`src/hw/rtl/adler32_checksum_defines.svh`:
```
// Assertion macros shared by the Adler-32 checksum RTL.
`ifndef ADLER32_CHECKSUM_DEFINES_SVH
`define ADLER32_CHECKSUM_DEFINES_SVH

// Same-cycle implication, disabled while reset is held.
`define ADLER_ASSERT_NOW(label, clk, rstn, ante, cons, msg) \
    label: assert property (@(posedge clk) disable iff (!(rstn)) (ante) |-> (cons)) \
        else $error(msg);

// Next-cycle implication, disabled while reset is held.
`define ADLER_ASSERT_NEXT(label, clk, rstn, ante, cons, msg) \
    label: assert property (@(posedge clk) disable iff (!(rstn)) (ante) |=> (cons)) \
        else $error(msg);

`endif

```
`src/hw/rtl/adler_pkg.sv`:
```
// Package with the constants and types shared by the Adler-32 checksum modules.
package adler_pkg;

    // Adler-32 modulus and the residue of 2^16 under it.
    localparam logic [15:0] ADLER_MOD   = 16'd65521;
    localparam logic [3:0]  FOLD_FACTOR = 4'd15;

    // Field and lane geometry.
    localparam int LANE_COUNT     = 4;
    localparam int BYTE_W         = 8;
    localparam int COUNT_W        = 3;
    localparam int SUM_W          = 16;
    localparam int CHECKSUM_W     = 32;
    localparam int IN_TDATA_W     = 40;
    localparam int WEIGHTED_W     = 11;
    localparam int BYTE_SUM_W     = 10;
    localparam int WEIGHTED_SUM_W = 12;

    localparam logic [COUNT_W-1:0] MAX_COUNT = 3'd4;

    // Reset values of the running sums.
    localparam logic [SUM_W-1:0] LOW_INIT  = 16'd1;
    localparam logic [SUM_W-1:0] HIGH_INIT = 16'd0;

    // Lane results of one item, registered ahead of the merge.
    typedef struct packed {
        logic [BYTE_SUM_W-1:0]     byte_sum;
        logic [WEIGHTED_SUM_W-1:0] weighted_sum;
        logic [COUNT_W-1:0]        count;
        logic                      last;
    } adler_lanes_t;

endpackage

```
`src/hw/rtl/adler_lane.sv`:
```
// One byte lane: masks its byte and weights it by the number of sum updates it feeds.
module adler_lane (
    input  logic [adler_pkg::BYTE_W-1:0]     byte_in,
    input  logic [adler_pkg::COUNT_W-1:0]    weight,
    output logic [adler_pkg::BYTE_W-1:0]     byte_used,
    output logic [adler_pkg::WEIGHTED_W-1:0] weighted
);

    // A zero weight means the byte lies beyond the valid count.
    always_comb begin
        byte_used = (weight != '0) ? byte_in : '0;
        weighted  = adler_pkg::WEIGHTED_W'(byte_in) * adler_pkg::WEIGHTED_W'(weight);
    end

endmodule

```
`src/hw/rtl/adler_merge.sv`:
```
// Merge stage: folds the combined lane results into the running sums and reduces them.
module adler_merge (
    input  logic                              aclk,
    input  logic                              aresetn,
    input  logic                              advance,
    input  adler_pkg::adler_lanes_t           lanes,
    output logic [adler_pkg::CHECKSUM_W-1:0]  checksum_next
);

    logic [adler_pkg::SUM_W-1:0] low_sum_reg;
    logic [adler_pkg::SUM_W-1:0] high_sum_reg;
    logic [adler_pkg::SUM_W-1:0] low_sum_next;
    logic [adler_pkg::SUM_W-1:0] high_sum_next;

    logic [16:0] low_tmp;
    logic [18:0] scaled_low;
    logic [18:0] high_tmp;
    logic [16:0] high_fold;
    logic [16:0] high_red;

    // Low sum: the byte total stays below the modulus, so one subtract suffices.
    always_comb begin
        low_tmp = 17'(low_sum_reg) + 17'(lanes.byte_sum);
        if (low_tmp >= 17'(adler_pkg::ADLER_MOD)) begin
            low_sum_next = 16'(low_tmp - 17'(adler_pkg::ADLER_MOD));
        end else begin
            low_sum_next = low_tmp[15:0];
        end
    end

    // High sum: every byte update adds the old low sum once, plus its weighted bytes.
    // The upper bits are folded back with 2^16 = 15 under the modulus, then one subtract.
    always_comb begin
        scaled_low = 19'(low_sum_reg) * 19'(lanes.count);
        high_tmp   = 19'(high_sum_reg) + scaled_low + 19'(lanes.weighted_sum);
        high_fold  = 17'(high_tmp[15:0])
                   + 17'(high_tmp[18:16]) * 17'(adler_pkg::FOLD_FACTOR);
        if (high_fold >= 17'(adler_pkg::ADLER_MOD)) begin
            high_red = high_fold - 17'(adler_pkg::ADLER_MOD);
        end else begin
            high_red = high_fold;
        end
        high_sum_next = high_red[15:0];
        checksum_next = {high_sum_next, low_sum_next};
    end

    // Running sums; the last transaction of a message restarts them.
    always_ff @(posedge aclk) begin
        if (!aresetn) begin
            low_sum_reg  <= adler_pkg::LOW_INIT;
            high_sum_reg <= adler_pkg::HIGH_INIT;
        end else if (advance) begin
            if (lanes.last) begin
                low_sum_reg  <= adler_pkg::LOW_INIT;
                high_sum_reg <= adler_pkg::HIGH_INIT;
            end else begin
                low_sum_reg  <= low_sum_next;
                high_sum_reg <= high_sum_next;
            end
        end
    end

endmodule

```
`src/hw/rtl/adler32_checksum.sv`:
```
// Top level of the streaming Adler-32 checksum engine.
//
//   channel | direction | tdata fields (lowest bit first)                  | tlast
//   s_axis  | in        | byte_zero, byte_one, byte_two, byte_three,       | end_of_message
//           |           | valid_count, zero padding to 40 bits             |
//   m_axis  | out       | checksum                                         | none
//
// One transaction is taken per cycle while the lane register is not stalled; the last
// input passes the lane register, then its checksum is held in the output register. The
// rate is set by the running-sum loop in the merge stage, updated from the lane register.
// Reset (aresetn low, synchronous) empties both stages and sets the sums to one and zero.
// An unaccepted checksum only stalls input once a further last transaction reaches the
// lane register; other transactions keep flowing into the sums.
`include "adler32_checksum_defines.svh"

module adler32_checksum (
    input  logic                               aclk,
    input  logic                               aresetn,
    input  logic                               s_axis_tvalid,
    output logic                               s_axis_tready,
    // byte_zero [7:0], byte_one [15:8], byte_two [23:16], byte_three [31:24],
    // valid_count [34:32], padding [39:35]
    input  logic [adler_pkg::IN_TDATA_W-1:0]   s_axis_tdata,
    input  logic                               s_axis_tlast,
    output logic                               m_axis_tvalid,
    input  logic                               m_axis_tready,
    // checksum [31:0]
    output logic [adler_pkg::CHECKSUM_W-1:0]   m_axis_tdata
);

    localparam int LW = adler_pkg::LANE_COUNT;

    logic [adler_pkg::COUNT_W-1:0]    count_sat;
    logic [adler_pkg::BYTE_W-1:0]     lane_byte  [LW];
    logic [adler_pkg::COUNT_W-1:0]    lane_weight[LW];
    logic [adler_pkg::BYTE_W-1:0]     lane_used  [LW];
    logic [adler_pkg::WEIGHTED_W-1:0] lane_wtd   [LW];

    adler_pkg::adler_lanes_t lanes_comb;
    adler_pkg::adler_lanes_t s1_reg;
    logic                    s1_valid_reg;
    logic                    s1_valid_next;
    logic                    s1_move;
    logic                    in_accept;

    logic                               m_valid_reg;
    logic                               m_valid_next;
    logic [adler_pkg::CHECKSUM_W-1:0]   m_data_reg;
    logic [adler_pkg::CHECKSUM_W-1:0]   checksum_next;

    // Counts above four use all four bytes.
    always_comb begin
        if (s_axis_tdata[34:32] > adler_pkg::MAX_COUNT) begin
            count_sat = adler_pkg::MAX_COUNT;
        end else begin
            count_sat = s_axis_tdata[34:32];
        end
    end

    // Byte lanes; lane k feeds the high sum once for its own and each later byte update.
    for (genvar k = 0; k < LW; k++) begin : g_lane
        assign lane_byte[k]   = s_axis_tdata[k*adler_pkg::BYTE_W +: adler_pkg::BYTE_W];
        assign lane_weight[k] = (count_sat > adler_pkg::COUNT_W'(k))
                              ? count_sat - adler_pkg::COUNT_W'(k) : '0;

        adler_lane u_lane (
            .byte_in   (lane_byte[k]),
            .weight    (lane_weight[k]),
            .byte_used (lane_used[k]),
            .weighted  (lane_wtd[k])
        );
    end

    // Combine the lanes into one transaction summary.
    always_comb begin
        lanes_comb.byte_sum     = '0;
        lanes_comb.weighted_sum = '0;
        for (int i = 0; i < LW; i++) begin
            lanes_comb.byte_sum     = lanes_comb.byte_sum
                                    + adler_pkg::BYTE_SUM_W'(lane_used[i]);
            lanes_comb.weighted_sum = lanes_comb.weighted_sum
                                    + adler_pkg::WEIGHTED_SUM_W'(lane_wtd[i]);
        end
        lanes_comb.count = count_sat;
        lanes_comb.last  = s_axis_tlast;
    end

    // Handshake: the lane register drains unless a checksum has nowhere to go.
    always_comb begin
        s1_move       = s1_valid_reg && (!s1_reg.last || !m_valid_reg || m_axis_tready);
        s_axis_tready = !s1_valid_reg || s1_move;
        in_accept     = s_axis_tvalid && s_axis_tready;

        if (in_accept) begin
            s1_valid_next = 1'b1;
        end else if (s1_move) begin
            s1_valid_next = 1'b0;
        end else begin
            s1_valid_next = s1_valid_reg;
        end

        if (s1_move && s1_reg.last) begin
            m_valid_next = 1'b1;
        end else if (m_axis_tready) begin
            m_valid_next = 1'b0;
        end else begin
            m_valid_next = m_valid_reg;
        end
    end

    // Control state.
    always_ff @(posedge aclk) begin
        if (!aresetn) begin
            s1_valid_reg <= 1'b0;
            m_valid_reg  <= 1'b0;
        end else begin
            s1_valid_reg <= s1_valid_next;
            m_valid_reg  <= m_valid_next;
        end
    end

    // Payload registers.
    always_ff @(posedge aclk) begin
        if (in_accept) begin
            s1_reg <= lanes_comb;
        end
        if (s1_move && s1_reg.last) begin
            m_data_reg <= checksum_next;
        end
    end

    // Running sums and their reduction.
    adler_merge u_merge (
        .aclk          (aclk),
        .aresetn       (aresetn),
        .advance       (s1_move),
        .lanes         (s1_reg),
        .checksum_next (checksum_next)
    );

    assign m_axis_tvalid = m_valid_reg;
    assign m_axis_tdata  = m_data_reg;

    // Checks on the pipeline control and the reduced sums.
    `ADLER_ASSERT_NEXT(a_accept_fills, aclk, aresetn, in_accept, s1_valid_reg, "accepted transaction lost before the lane register")
    `ADLER_ASSERT_NOW(a_stall_cause, aclk, aresetn, s1_valid_reg && !s1_move, s1_reg.last && m_valid_reg && !m_axis_tready, "lane register stalled without a waiting checksum")
    `ADLER_ASSERT_NEXT(a_result_shown, aclk, aresetn, s1_move && s1_reg.last, m_valid_reg, "checksum not presented after the last transaction")
    `ADLER_ASSERT_NOW(a_sums_reduced, aclk, aresetn, s1_move, (checksum_next[15:0] < adler_pkg::ADLER_MOD) && (checksum_next[31:16] < adler_pkg::ADLER_MOD), "running sum not reduced below the modulus")

endmodule

```
`config.mk`:
```
export PLATFORM = sky130hd
export DESIGN_NAME = adler32_checksum
export DESIGN_NICKNAME = d
export VERILOG_FILES = /design/src/hw/rtl/adler_pkg.sv /design/src/hw/rtl/adler_lane.sv /design/src/hw/rtl/adler_merge.sv /design/src/hw/rtl/adler32_checksum.sv
export VERILOG_INCLUDE_DIRS = /design/src /design/src/hw/rtl
export SDC_FILE = /design/constraint.sdc
export NUM_CORES = 1
export LEC_CHECK = 0
export BUFFER_PORTS_ARGS = -buffer_cell sky130_fd_sc_hd__buf_2
export CORE_ASPECT_RATIO = 1.1
export CORE_MARGIN = 2
export CORE_UTILIZATION = 55
export DETAILED_ROUTE_END_ITERATION = 10
export GPL_ROUTABILITY_DRIVEN = 0
export GPL_TIMING_DRIVEN = 0
export PLACE_DENSITY = 0.74
export SETUP_SLACK_MARGIN = 0.1
export SYNTH_ARGS = -nofsm -noshare
export SYNTH_HDL_FRONTEND = slang
export SYNTH_SLANG_ARGS = --single-unit
```
`constraint.sdc`:
```
create_clock -name aclk -period 17.9 [get_ports aclk]
set_input_delay 0.895 -clock aclk [delete_from_list [all_inputs] [get_ports aclk]]
set_output_delay 0.895 -clock aclk [all_outputs]
set_load 0.1 [all_outputs]
```
; Word-level counts from Yosys, hierarchy flattened
; Cells that the tools add are included.
[word_totals]
register_bits = 92
latchBits = 0
ram_bits = 0
romBits = 0
mem_count = 0
[classes]
addsub = 15
mul = 6
div_mod_pow = 0
order_cmp = 7
n_eq_ne = 0
shift = 0
mux = 17
n_bitwise = 0
n_reduce_logical = 15
[op_table]
columns = op, n
row1 = two-way mux 16 bit, 4
row2 = multiplier 8 x 3 -> 11 bit, 4
row3 = greater-or-equal comparator 17 x 16 -> 1 bit (second input constant), 2
row4 = two-way mux 8 bit, 4
row5 = subtractor 16 bit (second input constant), 2
row6 = adder 12 x 11 -> 12 bit, 2
row7 = adder 16 x 19 -> 19 bit, 1
row8 = adder 19 x 12 -> 19 bit, 1
row9 = multiplier 16 x 3 -> 19 bit, 1
row10 = adder 16 x 10 -> 17 bit, 1
row11 = adder 16 x 7 -> 17 bit, 1
row12 = two-way mux 3 bit, 5
row13 = adder 11 x 11 -> 12 bit, 1
row14 = nonzero test 3 bit, 4
row15 = adder 10 x 8 -> 10 bit, 1
row16 = adder 9 x 8 -> 10 bit, 1
row17 = adder 8 x 8 -> 9 bit, 1
row18 = multiplier 3 x 4 -> 7 bit (second input constant), 1
row19 = greater-than comparator 3 x 1 -> 1 bit (second input constant), 2
row20 = greater-than comparator 3 x 2 -> 1 bit (second input constant), 2
row21 = subtractor 3 x 2 -> 3 bit (second input constant), 2
row22 = two-way mux 1 bit, 4
row23 = nonzero test 2 bit, 2
row24 = greater-than comparator 3 bit (second input constant), 1
row25 = other kinds (4), 10

; Longest topological paths before layout
; Gate-level depths: netlist of the first run.
[logic_depth]
ltp_word = 9
mapped_depth = 36
mapped_depth_nobuf = 35

; Hierarchy
; From an unflattened synthesis of the first run, not the netlist that was laid out.
[hier_totals]
hier_cells = 1329
hier_area_um2 = 11876.4
[by_module_without_submodules]
columns = module, n_inst, cells_per_inst, area_per_inst_um2, seq_area_each_um2
row1 = adler_merge, 1, 645, 5370.2, 640.6
row2 = adler32_checksum, 1, 304, 3758.6, 1781.7
row3 = adler_lane, 4, 95, 686.9, 0.0

; Least setup slack after synthesis of the first run
; Ideal clock, no wire load.
[synth_path]
path_kind = flip-flop to flip-flop
startpoint = reg s1_reg[3] in the netlist's numbering
endpoint = reg u_merge.high_sum_reg[6] in the netlist's numbering
setup_time_ns = 0.117
arrival_ns = 8.408
setup_slack_ns = 9.375
path_stages_with_launch = 35
path_buffers = 2
synth_period_minus_slack_ns = 8.525
path_cell_list = edfxtp_1 clkbuf_1 and2_1 fa_1 fa_1 inv_1 fa_1 inv_1 ha_1 clkbuf_1 a21oi_1 nand2_1 a211oi_1 nor2_1 a21o_1 a21oi_1 nor2b_1 o21ai_0 nand2b_1 xor2_1 fa_1 inv_1 fa_1 fa_1 nor2b_1 o21ai_0 and2_1 o21ai_0 a21oi_1 a221o_2 xnor2_1 nor4b_4 o21ai_2 xnor2_2 a22o_1
[synth_between]
elab_chain_len = 8
word_cells_on_any_way = 9
cone_classes = add/sub: 4 / mul: 2 / order compare: 1 / mux: 2
[synth_lines]
columns = element, line_no
row1 = start: declaration, adler32_checksum.sv:40  ; adler_pkg::adler_lanes_t s1_reg;
row2 = start signal: assignment, adler32_checksum.sv:125  ; s1_reg <= lanes_comb;
row3 = multiplier 16 x 3 -> 19 bit (*), adler_merge.sv:34  ; scaled_low = 19'(low_sum_reg) * 19'(lanes.count);
row4 = adder 16 x 19 -> 19 bit (*), adler_merge.sv:35  ; high_tmp = 19'(high_sum_reg) + scaled_low + 19'(lanes.weighted_sum);
row5 = adder 19 x 12 -> 19 bit (*), adler_merge.sv:35
row6 = multiplier 3 x 4 -> 7 bit, adler_merge.sv:37  ; + 17'(high_tmp[18:16]) * 17'(adler_pkg::FOLD_FACTOR);
row7 = adder 16 x 7 -> 17 bit (*), adler_merge.sv:37
row8 = subtractor 16 bit / greater-or-equal comparator 17 x 16 -> 1 bit (equally long branches), "adler_merge.sv:39, adler_merge.sv:38"
row9 = two-way mux 16 bit (*), adler_merge.sv:38  ; if (high_fold >= 17'(adler_pkg::ADLER_MOD)) begin
row10 = "net checksum_next, one bit", adler32_checksum.sv:49  ; logic [adler_pkg::CHECKSUM_W-1:0] checksum_next;
row11 = two-way mux 16 bit (*), adler_merge.sv:53  ; if (lanes.last) begin
row12 = end signal: assignment, adler_merge.sv:51  ; high_sum_reg <= adler_pkg::HIGH_INIT;
row13 = end signal: assignment, adler_merge.sv:55  ; high_sum_reg <= adler_pkg::HIGH_INIT;
row14 = end signal: assignment, adler_merge.sv:58  ; high_sum_reg <= high_sum_next;
row15 = end: declaration, adler_merge.sv:11  ; logic [adler_pkg::SUM_W-1:0] high_sum_reg;
; Mark *: on every way through the listed nets, which the timed path passes. The rest lies on a longest branch.
; A chain may end at the register's enable or synchronous reset.

; Worst setup path after layout of the first run
[layout_path]
startpoint = reg s1_reg[2] in the netlist's numbering
endpoint = reg u_merge.high_sum_reg[6] in the netlist's numbering
; The elaborated chain is that of the path after synthesis.

==> out/qor.txt, run 1 <==
Final min period -> 9.98 ns
Die H -> 150 um
Die X -> 137 um
Max Clock Skew -> 0.0104 ns
Hold-fix buffers, CTS -> 0
Area Overhead vs Synth -> 9.63%
number of CTS-inserted buffers -> 9
Synth async-reset ratio -> 0
WL final -> 22.9 mm
Max Cap Viol -> 0
Power, Total -> 1.49 mW
CP required -> 18.14 ns
Startpoint Class -> flip-flop
Largest register FFs -> 32
Cell variety after synth -> 70
clock slew at reported path FFs -> 0.07 ns
cell taking the most area after synthesis -> fa_1
largest cells by area after synthesis -> fa_1 25%, edfxtp_1 16%, ha_1 11%
Hold Fails Final Rpt -> 0
most frequent cells in the layout -> 192 x inv_1, 131 x fa_1, 109 x nand2_1
grt total ovfl -> 0
slew of the pin with the lowest slew margin -> 0.969 ns
LEAKAGE -> 5.64 nW
vias in the first global route -> 8105
post-synthesis cell count -> 1121
row count -> 53
fraction of layout cells with a size suffix above 1 -> 0.0999
syn_area_per_cell -> 9.54 sq um
largest net degree at the start of global routing -> 34
Max FO, Critical Path -> 10
sequential area share after synthesis -> 0.226
clock network latency to the later pin of the worst-skew pair -> 0.35 ns
initial core utilization -> 0.560
DP HPWL -> 19.4 mm
number of enable flip-flop cells after synthesis -> 58
# IOs -> 79
Final setup viols -> 0
RSZ-0062 raised after global routing -> no
WS Path Type -> reg -> reg
number of DRC markers in iteration 0 -> 477
Crit-path slowest cell -> nor4b_4
worst slack, placed -> 8.10 ns
Antenna Nets Post-Route -> 0
drt drc -> 0
Setup TNS Final -> 0 ns
status -> complete, no violations
synthesis-stage register bit count -> 92
total setup buffers inserted after CTS -> 0
global-route wire length before repair -> 38.6 mm
critical path's largest stage delay -> 0.59 ns
synthesized area -> 10700 sq um
Synth top area share -> 0.245
WL/cell -> 15.7 um
Total GRT Usage -> 0.238
Tcrit/Tclk final -> 0.558
HP Class -> reg -> reg
CTS tree -> yes
initial antenna violation count -> 0
clock root buffer -> clkbuf_16
critical path's most frequent cell -> fa_1
ANT cells -> 0
Critical Path AT -> 10.22 ns
H-Tree Depth -> 3
PD cells -> 127 nW/um^2
Vias/cell -> 5.42
DR pass1 iterations -> 5
Longest Clk Path Bufs -> 2
port bufs -> 73
Die ar. -> 20600 sq um
via count -> 7896
commonest non-fill, non-tap cell in the layout -> inv_1
WHS -> 0.474 ns
Resize count post-CTS -> 0
Synth Flop Type -> edfxtp_1
element type at the critical path end -> flip-flop
Syn. warnings -> 0
fmax -> 100 MHz
slew margin rel. -> 0.354
final core occ -> 0.614
Slew Limit Fails -> 0
TritonCTS Sinks -> 92
Final #Nets -> 1479
CORE AREA -> 19100 sq um
peak supply drop -> 0.0978 mV
setup ws final -> 7.92 ns
[synthesized netlist by cell type, types with 6 or more instances]
cell type and n:
nor2_1 47, nand3_1 23, ha_1 97, o21ai_0 22
a21o_1 21, a22o_1 18, inv_1 192, nor2b_1 7
dfxtp_1 34, o21a_1 7, o211ai_1 9, a21oi_1 36
o31ai_1 6, xnor2_1 49, clkbuf_1 26, o21bai_1 10
nand2b_1 7, or2_2 8, edfxtp_1 58, fa_1 131
and2_1 79, a31oi_1 8, nand2_1 109, xor2_1 22
nor3_1 12, a211oi_1 6
[power by group]
part	switching (mW)	leakage, nW	internal, mW
registers	0.0192	0.834	0.299
clock network	0.0851	0.155	0.124
logic	0.582	4.65	0.381
[stage by stage]
stage / cell area [sq um] / std cells
after floorplan: 10700 / 1122
after global routing: 11700 / 1458
after CTS: 11700 / 1458
final: 11700 / 1458
after detailed placement: 11400 / 1442
after global placement: 11400 / 1442
[area by class of cell]
class,count,area (sq um)
Fill cell,1633,7370
Tap cell,247,309
Timing Repair Buffer,73,365
Sequential cell,92,2420
Multi-Input combinational cell,808,7460
Buffer,30,116
Clock buffer,9,225
Clock inverter,7,104
Inverter,192,721
[path summary, 6_finish.rpt]
path                                                from                  endpoint  slack [ns]  cells past startpoint
worst min register to register  u_merge.high_sum_reg[13]  u_merge.high_sum_reg[13]        0.47                      2
worst max-delay path                           s1_reg[2]   u_merge.high_sum_reg[6]        7.92                     34
worst max register to register                 s1_reg[2]   u_merge.high_sum_reg[6]        7.92                     34
worst min-delay path            u_merge.high_sum_reg[13]  u_merge.high_sum_reg[13]        0.47                      2
[critical path, delay by kind of cell, from the launching register on]
family / cells / cell delay [ns]
compound gates: 11 / 2.90
xor+xnor: 3 / 0.88
fa+ha+maj: 7 / 3.19
buf+inv: 5 / 0.84
flops: 1 / 0.50
simple gates: 8 / 1.54
[per-layer routing]
layer / global-route usage / routed length [um]
met5: 0 / 0
met1: 0.292 / 9660
met2: 0.437 / 12000
met4: 0.0675 / 528
met3: 0.0303 / 806
[kinds of logic after synthesis]
| family | after synthesis | share of synthesized area |
|---|---|---|
| and+or+nand+nor | 327 | 0.158 |
| adders and majority gates | 228 | 0.359 |
| buffers and inverters | 222 | 0.0782 |
| AOI/OAI and AO/OA | 173 | 0.113 |
| DFF | 92 | 0.226 |
| xor gates and xnor gates | 72 | 0.0596 |
| muxes | 6 | 0.00596 |
| other | 1 | 0.000351 |
No activity file was read; power rests on OpenSTA's default activity.
==> run 2, diff against run 1 <==
- ABC_AREA: unset -> 1
- clock period: 17.9 -> 9.85 ns (I/O delays scaled with it)
==> run 2 against run 1 <==
Against the previous run:
- flip-flop and latch count stayed put
- worst setup slack worse by 7.2 ns
- sequential share of layout area decreased by 1.2 points
- die area rose by 6.9%
- utilization fell by 0.66 points
- critical path depth is 8 higher
- clock skew shrank 0.0047 ns
- critical path type unchanged
==> out/qor.txt, run 2 <==
status -> complete, no violations (unchanged)
Critical Path AT -> 9.18 ns (was 10.22 ns)
total setup buffers inserted after CTS -> 0 (unchanged)
initial core utilization -> 0.558 (was 0.560)
Max Cap Viol -> 0 (unchanged)
Synth top area share -> 0.229 (was 0.245)
TritonCTS Sinks -> 92 (unchanged)
CORE AREA -> 20500 sq um (was 19100 sq um)
post-placement cell area -> 12100 sq um (was 11400 sq um)
RSZ-0062 raised after global routing -> no (unchanged)
Hold-fix buffers, CTS -> 0 (unchanged)
largest cells by area after synthesis -> fa_1 23%, edfxtp_1 15%, nand2_1 13% (was fa_1 25%, edfxtp_1 16%, ha_1 11%)
NetSw -> 1.45 mW (was 687 uW)
clock root buffer -> clkbuf_16 (unchanged)
Max Clock Skew -> 0.00574 ns (was 0.0104 ns)
vias in the first global route -> 9644 (was 8105)
grt total ovfl -> 0 (unchanged)
Vias/cell -> 5.15 (was 5.42)
PD cells -> 230 nW/um^2 (was 127 nW/um^2)
Die ar. -> 22000 sq um (was 20600 sq um)
Area Overhead vs Synth -> 8.78% (was 9.63%)
Max FO, Critical Path -> 10 (unchanged)
# fillers -> 1864 (was 1633)
initial antenna violation count -> 0 (unchanged)
switching share of total power -> 0.507 (was 0.461)
CTS tree -> yes (unchanged)
port bufs -> 73 (unchanged)
DP HPWL -> 21.8 mm (was 19.4 mm)
Antenna Nets Post-Route -> 0 (unchanged)
Cell variety after synth -> 44 (was 70)
ANT cells -> 0 (unchanged)
Synth Flop Type -> edfxtp_1 (unchanged)
slew of the pin with the lowest slew margin -> 1.21 ns (was 0.969 ns)
clock slew at reported path FFs -> 0.07 ns (about the same)
number of DRC markers in iteration 0 -> 534 (was 477)
Die X -> 142 um (was 137 um)
Synth async-reset ratio -> 0 (unchanged)
element type at the critical path end -> flip-flop (unchanged)
Slew Limit Fails -> 0 (unchanged)
row count -> 55 (was 53)
Comb power frac -> 0.668 (was 0.646)
via count -> 9449 (was 7896)
synthesis-stage register bit count -> 92 (unchanged)
Resize count post-CTS -> 0 (unchanged)
commonest non-fill, non-tap cell in the layout -> nand2_1 (was inv_1)
H-Tree Depth -> 3 (unchanged)
Final #Nets -> 1847 (was 1479)
worst slack, placed -> 0.808 ns (was 8.10 ns)
most frequent cells in the layout -> 393 x nand2_1, 356 x inv_1, 131 x fa_1 (was 192 x inv_1, 131 x fa_1, 109 x nand2_1)
Die H -> 155 um (was 150 um)
Total GRT Usage -> 0.246 (was 0.238)
cell taking the most area after synthesis -> fa_1 (unchanged)
number of enable flip-flop cells after synthesis -> 58 (unchanged)
most numerous cell in the Yosys netlist -> nand2_1 (was inv_1)
Startpoint Class -> flip-flop (unchanged)
fraction of layout cells with a size suffix above 1 -> 0.0887 (was 0.0999)
WL final -> 25.7 mm (was 22.9 mm)
critical path's most frequent cell -> nand2_1 (was fa_1)
Clk pwr share -> 0.129 (was 0.140)
clock network latency to the later pin of the worst-skew pair -> 0.35 ns (about the same)
Final min period -> 9.08 ns (was 9.98 ns)
# IOs -> 79 (unchanged)
Design Area, Final -> 12500 sq um (was 11700 sq um)
Tcrit/Tclk final -> 0.922 (was 0.558)
Post-synth top cells -> 393 x nand2_1, 356 x inv_1, 131 x fa_1, 97 x ha_1, 87 x nor2_1 (was 192 x inv_1, 131 x fa_1, 109 x nand2_1, 97 x ha_1, 79 x and2_1)
Syn. warnings -> 0 (unchanged)
Hold Fails Final Rpt -> 0 (unchanged)
WL/cell -> 14.0 um (was 15.7 um)
Int Power -> 1.42 mW (was 804 uW)
synthesized area -> 11500 sq um (was 10700 sq um)
Longest Clk Path Bufs -> 2 (unchanged)
sequential area share after synthesis -> 0.212 (was 0.226)
number of CTS-inserted buffers -> 9 (unchanged)
largest net degree at the start of global routing -> 35 (was 34)
Crit-path slowest cell -> fa_1 (was nor4b_4)
Setup TNS Final -> 0 ns (unchanged)
fmax -> 110 MHz (was 100 MHz)
drt drc -> 0 (unchanged)
Largest register FFs -> 32 (unchanged)
peak supply drop -> 0.0893 mV (was 0.0978 mV)
WS Path Type -> reg -> reg (unchanged)
CP required -> 9.95 ns (was 18.14 ns)
DR pass1 iterations -> 5 (unchanged)
Seq pwr share -> 0.203 (was 0.214)
HP Class -> in -> reg (was reg -> reg)
post-synthesis cell count -> 1489 (was 1121)
setup ws final -> 0.769 ns (was 7.92 ns)
global-route wire length before repair -> 43.3 mm (was 38.6 mm)
syn_area_per_cell -> 7.69 sq um (was 9.54 sq um)
slew margin rel. -> 0.195 (was 0.354)
Final setup viols -> 0 (unchanged)
LEAKAGE -> 6.95 nW (was 5.64 nW)
critical path's largest stage delay -> 0.64 ns (was 0.59 ns)
run 2: changes by cell type in the layout (fill, tap and decap cells not counted), sizes merged, moves of 10 or more:
cell	before	now
nand2	109	411
inv	195	361
and2	80	4
nand3	23	92
nor2	47	96
xnor2	50	9
a21oi	36	68
a21o	23	5
a22o	18	0
xor2	22	36
nand4	5	15
o21ai	25	15
run 2: worst paths after layout:
check,slack [ns],to,cells after the start,from
setup / recovery,0.77,m_axis_tdata[22],42,s1_reg[2]
hold / removal,0.32,s1_reg[0],1,s_axis_tlast
setup reg to reg,0.77,m_axis_tdata[22],42,s1_reg[2]
hold reg to reg,0.47,u_merge.high_sum_reg[8],2,u_merge.high_sum_reg[8]
run 2: power groups by stage:
stage | Sequential (mW) | Combinational [mW] | Clock, mW
3_5_place_dp | 0.592 | 1.90 | 0
5_1_grt | 0.590 | 2.18 | 0.388
4_1_cts | 0.584 | 1.92 | 0.374
2_1_floorplan | 0.689 | 1.41 | 0
6_report | 0.582 | 1.92 | 0.371
3_3_place_gp | 0.589 | 1.85 | 0
run 2: layout make-up:
type / count / area [sq um] / share of cell area
buffer: 29 / 131 / 0.0105
inverter: 359 / 1350 / 0.108
timing repair buffer: 73 / 365 / 0.0293
multi-input combinational: 1010 / 7550 / 0.606
clock buffer: 10 / 239 / 0.0192
tap: 256 / 320 / 0.0257
sequential: 92 / 2420 / 0.194
clock inverter: 6 / 77.6 / 0.00623
run 2: critical path, delay by kind of cell, from the launching register on:
family	cells	cell delay (ns)
and+or+nand+nor	22	2.66
AOI/OAI and AO/OA	3	0.43
adders and majority gates	7	3.49
xor gates and xnor gates	1	0.45
DFF	1	0.32
buffers and inverters	9	1.50
run 2: cell families (layout without fill, tap and decap cells):
family                     Yosys count  after routing  share of synthesized area
AOI/OAI and AO/OA                   98             98                     0.0477
other                                1              2                   0.000327
DFF                                 92             92                      0.212
buffers and inverters              388            477                      0.129
adders and majority gates          228            228                      0.335
and+or+nand+nor                    637            637                      0.241
xor gates and xnor gates            45             45                     0.0351
run 2: per-stage QoR:
stage               total power, mW  hold slack [ns]  utilization  std cells
global route                   3.16            0.320        0.608       1835
detailed placement             2.49            0.462        0.592       1819
floorplan                      2.10            0.445            -       1490
finish                         2.87            0.321        0.608       1835
CTS                            2.87            0.314        0.608       1835
global placement               2.43            0.455        0.592       1819
run 2: routing by layer:
layer  routed length (um)  part of all wire  global-route usage  vias up
li1                     -                 -                   -     4679
met1                10600              0.41               0.298     4400
met2                12800              0.50               0.446      307
met3                 1360             0.053              0.0308       63
met4                  878             0.034              0.0919        0
met5                    0                 0                   0        -
